<file path="src/design/slrl_pkg.sv">
// slrl_pkg: shared types and constants for the session log rate limiter.
// Used by slrl_ctrl, slrl_dp and session_log_rate_limiter; no dependencies.
`default_nettype none
package slrl_pkg;

   localparam int SESSIONS    = 64;
   localparam int SESS_W      = $clog2(SESSIONS);
   localparam int QUEUE_DEPTH = 256;
   localparam int PTR_W       = $clog2(QUEUE_DEPTH);
   localparam int FILL_W      = PTR_W + 1;
   localparam int TIME_W      = 48;
   localparam int TOK_W       = 26;
   localparam int TAG_W       = 32;
   localparam int CNT_W       = 32;
   localparam int RATE_W      = 16;
   localparam int BURST_W     = 16;
   localparam int LIMIT_W     = 9;
   localparam int STATUS_W    = 3;
   localparam int CSR_IDX_W   = 2;
   localparam int CSR_DATA_W  = 16;
   localparam int PROD_W      = RATE_W + TOK_W;
   localparam int SUM_W       = PROD_W + 1;
   localparam int REQ_TDATA_W = 88;
   localparam int REQ_TUSER_W = 2;
   localparam int RSP_TDATA_W = 112;

   localparam logic [TOK_W-1:0] MILLI = TOK_W'(1000);

   localparam logic [STATUS_W-1:0] ST_ADMIT      = 3'd0;
   localparam logic [STATUS_W-1:0] ST_ADMIT_DROP = 3'd1;
   localparam logic [STATUS_W-1:0] ST_LIMITED    = 3'd2;
   localparam logic [STATUS_W-1:0] ST_TAKEN      = 3'd3;
   localparam logic [STATUS_W-1:0] ST_EMPTY      = 3'd4;

   localparam logic [CSR_IDX_W-1:0] CSR_RATE  = 2'd0;
   localparam logic [CSR_IDX_W-1:0] CSR_BURST = 2'd1;
   localparam logic [CSR_IDX_W-1:0] CSR_LIMIT = 2'd2;

   localparam logic [RATE_W-1:0]  RATE_RST  = 16'd100;
   localparam logic [BURST_W-1:0] BURST_RST = 16'd10;
   localparam logic [LIMIT_W-1:0] LIMIT_RST = 9'd256;

   localparam logic OP_SUBMIT = 1'b0;
   localparam logic OP_TAKE   = 1'b1;

   typedef struct packed {
      logic [TIME_W-1:0] last;
      logic [TOK_W-1:0]  tokens;
   } bucket_type;

   typedef struct packed {
      logic accept;
      logic rd;
      logic eval;
      logic mul;
      logic upd;
      logic commit;
   } ctrl_cmd_type;

   typedef struct packed {
      logic sess_path;
      logic slot_free;
   } dp_status_type;

endpackage
`default_nettype wire

</file>
<file path="src/design/slrl_ctrl.sv">
// slrl_ctrl: sequencer for the rate limiter; issues per-step commands to slrl_dp.
// Depends on slrl_pkg.
`default_nettype none
module slrl_ctrl (
   input  wire logic                    clock,
   input  wire logic                    reset,
   input  wire logic                    req_tvalid,
   output logic                         req_tready,
   input  wire slrl_pkg::dp_status_type status,
   output slrl_pkg::ctrl_cmd_type       cmd
);
   import slrl_pkg::*;

   localparam logic [2:0] S_IDLE   = 3'd0;
   localparam logic [2:0] S_RD     = 3'd1;
   localparam logic [2:0] S_EVAL   = 3'd2;
   localparam logic [2:0] S_MUL    = 3'd3;
   localparam logic [2:0] S_UPD    = 3'd4;
   localparam logic [2:0] S_COMMIT = 3'd5;

   logic [2:0] state_ff;
   logic [2:0] state_in;

   assign req_tready = (state_ff == S_IDLE);

   always_comb begin
      cmd        = '0;
      cmd.accept = req_tready && req_tvalid;
      cmd.rd     = (state_ff == S_RD);
      cmd.eval   = (state_ff == S_EVAL);
      cmd.mul    = (state_ff == S_MUL);
      cmd.upd    = (state_ff == S_UPD);
      cmd.commit = (state_ff == S_COMMIT) && status.slot_free;
   end

   always_comb begin
      state_in = state_ff;
      unique case (state_ff)
         S_IDLE: begin
            if (req_tvalid) state_in = S_RD;
         end
         S_RD: begin
            state_in = status.sess_path ? S_EVAL : S_COMMIT;
         end
         S_EVAL:   state_in = S_MUL;
         S_MUL:    state_in = S_UPD;
         S_UPD:    state_in = S_COMMIT;
         S_COMMIT: begin
            if (status.slot_free) state_in = S_IDLE;
         end
         default:  state_in = S_IDLE;
      endcase
   end

   always_ff @(posedge clock) begin
      if (reset) begin
         state_ff <= S_IDLE;
      end else begin
         state_ff <= state_in;
      end
   end

   ap_commit_to_idle: assert property (@(posedge clock) disable iff (reset)
      cmd.commit |=> (state_ff == S_IDLE))
      else $error("commit did not return to idle");

endmodule
`default_nettype wire

</file>
<file path="config.mk">
export PLATFORM = sky130hd
export DESIGN_NAME = slrl_ctrl
export DESIGN_NICKNAME = d
export VERILOG_FILES = /design/src/design/slrl_pkg.sv /design/src/design/slrl_ctrl.sv
export SDC_FILE = /design/constraint.sdc
export NUM_CORES = 1
export LEC_CHECK = 0
export ABC_AREA = 1
export BUFFER_PORTS_ARGS = -buffer_cell sky130_fd_sc_hd__buf_2
export CORE_AREA = 2 2 39 41
export CTS_BUF_LIST = sky130_fd_sc_hd__clkbuf_16
export DETAILED_ROUTE_END_ITERATION = 12
export DIE_AREA = 0 0 41 43
export SYNTH_ARGS = -nofsm -noshare
export SYNTH_HDL_FRONTEND = slang
export SYNTH_SLANG_ARGS = --single-unit
</file>
<file path="constraint.sdc">
create_clock -name clock -period 3 [get_ports clock]
set_clock_uncertainty 0.1 [all_clocks]
set_input_delay 0.15 -clock clock [delete_from_list [all_inputs] [get_ports clock]]
set_output_delay 0.15 -clock clock [all_outputs]
set_load 0.01 [all_outputs]
</file>
==> results.json <==
{
  "status": "finished, final reports clean",
  "cts_root_buf": "clkbuf_16",
  "intPower_w": 0.000245,
  "cts_tree": "done",
  "grt.total_usage_pct": 7.41,
  "cts_max_path_buffers": 2,
  "die_w_um": 41,
  "drt_drc_violations_left": 0,
  "vias_per_cell": 3.88,
  "setup_tns_ns": 0,
  "hold_path.class": "in2reg",
  "dieArea_um2": 1760,
  "regMostFlops": "state_ff",
  "slew_viol_final": 0,
  "cts_hold_buf": 0,
  "clock_power_share_pct": 62.7,
  "ys_top_cells_by_count": "inv_1, nor2_1, nand3_1",
  "grt_setup_unrepaired": "no",
  "crit_buf_inv": 2,
  "die_y_um": 43,
  "vias": 260,
  "area_delta_synth_final_pct": 74.1,
  "comb_power_share_pct": 20.1,
  "top_level_ports": 12,
  "core-area_um2": 1380,
  "cp.arrival_ns": 1.14,
  "diodes": 0,
  "worstSkewPairLatency_ns": 0.22,
  "pwr-share-seq_pct": 17.2,
  "max_stage_delay_ns": 0.42,
  "cp.required_ns": 2.75,
  "ys_top_cells_by_area": "dfxtp_1, inv_1, nor2_1",
  "numCtsBuffers": 3,
  "fmax_mhz": 719,
  "placementRows": 14,
  "drt_pass1_iterations": 3,
  "synth_nets": 41,
  "port_buffers": 11,
  "first_global_vias": 225,
  "place_ws_ns": 1.84,
  "yosysMostFrequentCell": "inv_1",
  "syn_avg_cell_area_um2": 5.77,
  "synth_edf_count": 0,
  "postPlaceCellArea_um2": 283,
  "critical_path.top_delay_family": "flip-flops",
  "largest_reg_flops": 3,
  "path_max_fanout": 6,
  "path_clk_slew_ns": 0.03,
  "gp_congestion": 0.760,
  "design_area_um2": 362,
  "r2r-end": "state_ff[2]$_SDFFE_PP0P_",
  "hold_end": "state_ff[1]$_SDFFE_PP0P_",
  "ys_warn_count": 0,
  "netlist_area_um2": 208,
  "ys_ff_latch": 3,
  "whs_path_depth": 2,
  "clock-sinks": 3,
  "antenna_found_initial": 0,
  "fill_cells": 160,
  "overflow": 0,
  "htreeDepth": 1,
  "post-dp-hpwl_um": 450,
  "critPathKind": "reg2out",
  "finalNetCount": 57,
  "drt_first_iter_violations": 3,
  "yosysSeqAreaShare_pct": 28.9,
  "drive_above_1_share_pct": 35.3,
  "power_w": 0.000331,
  "r2r_cells": 7,
  "holdCritStartpoint": "reset",
  "switching_share_pct": 26.1,
  "routed_wl_um": 549,
  "syn_inst": 36,
  "ant_nets": 0,
  "power_switching_w": 0.0000865,
  "post-cts-setup-buffers": 0,
  "drv_cap": 0,
  "p_per_area_nw_per_um2": 916,
  "post-route-period-util_pct": 46.4,
  "reg2reg_slack_ns": 1.85,
  "setup_viol": 0,
  "grt_max_degree": 7,
  "cts_resized": 0,
  "top_regs": "state_ff: 3 flops",
  "synth.largest_area_cell": "dfxtp_1",
  "yosys.area.top_type_share_pct": 28.9,
  "start_util_pct": 15.0,
  "post-route-min-period_ns": 1.39,
  "crit_path_end_kind": "output pin",
  "ir_drop_uv": 249,
  "crit_chain": "inv_2 -> nor4_1 -> buf_2",
  "hold_viol": 0,
  "worstSetupPathDepth": 3,
  "relSlewSlack_pct": 83.6,
  "final.setup.worst_slack_ns": 1.61,
  "r2r-start": "state_ff[1]$_SDFFE_PP0P_",
  "drt-wirelength-per-cell_um": 8.19,
  "leakage_nw": 0.231,
  "synthFlopType": "dfxtp_1",
  "tightest_slew_ns": 0.245,
  "synth.distinct_cells": 13,
  "grt_pass1_wl_um": 814,
  "synthArstFlopShare_pct": 0,
  "worstSetupStartpointType": "flop",
  "critPathSlowestCell": "dfxtp_1"
}
[layer usage]
layer / share of wire [%] / wire, um / vias to the layer above / global-route usage (%)
met1: 37 / 204 / 106 / 6.39
li1: - / - / 142 / -
met3: 11 / 61 / 2 / 3.14
met2: 48 / 266 / 10 / 11.3
met5: 0 / 0 / - / 0
met4: 2.9 / 16 / 0 / 8.00
[kinds of logic after synthesis]
logic type,count (synthesis),share of synthesized area (%)
and+or+nand+nor,17,39.2
DFF,3,28.9
buffers and inverters,12,21.7
AOI/OAI and AO/OA,4,10.2
[layout make-up]
class	instances	area [um2]	share of cell area (%)
Tap cell	16	20.0	5.54
Clock inverter	1	3.75	1.04
Multi-Input combinational cell	21	103	28.4
Sequential cell	3	60.1	16.6
Timing Repair Buffer	11	55.1	15.2
Inverter	12	45.0	12.5
Clock buffer	3	75.1	20.8
[placed cells by master, fill, tap and decap left out]
cell	synthesis	layout
inv_2	3	3
nand2_1	3	3
nor3_1	1	1
inv_1	9	10
clkbuf_16	0	3
nor3_2	1	1
a21oi_1	2	2
nand4_1	1	1
nand3_1	4	4
o21ai_0	1	1
nor2_1	6	6
a31oi_1	1	1
buf_2	0	11
nor4_1	1	1
dfxtp_1	3	3
[worst register-to-register path: stages (launching register included)]
cell and delay (ns):
dfxtp_1 0.43, nor2_1 0.12, nand2_1 0.07, inv_1 0.05, a21oi_1 0.11, nand3_1 0.09, nand2_1 0.06, inv_1 0.03
[worst max path at each step]
stage,from,endpoint,slack (ns)
floorplan,state_ff[2]$_SDFFE_PP0P_,cmd[0],1.84
finish,state_ff[2]$_SDFFE_PP0P_,cmd[0],1.61
detailed placement,state_ff[2]$_SDFFE_PP0P_,cmd[0],1.84
global route,state_ff[2]$_SDFFE_PP0P_,cmd[0],1.55
CTS,state_ff[2]$_SDFFE_PP0P_,cmd[0],1.60
global placement,state_ff[1]$_SDFFE_PP0P_,state_ff[2]$_SDFFE_PP0P_,1.84
[stage by stage]
stage / util (%) / instances / hold WS (ns)
global route: 26.1 / 67 / 0.0302
detailed placement: 20.4 / 63 / 0.248
global placement: 20.4 / 63 / 0.243
finish: 26.1 / 67 / 0.0154
floorplan: - / 36 / 0.122
CTS: 26.1 / 67 / 0.0164
[power by group through the flow]
stage / logic [W] / registers [W] / clock network, W
after global placement: 0.0000667 / 0.0000569 / 0
after floorplan: 0.0000447 / 0.0000555 / 0
after CTS: 0.0000674 / 0.0000570 / 0.000211
after detailed placement: 0.0000672 / 0.0000576 / 0
after global routing: 0.0000772 / 0.0000582 / 0.000216
final: 0.0000665 / 0.0000572 / 0.000208
No activity file was read; power rests on OpenSTA's default activity.
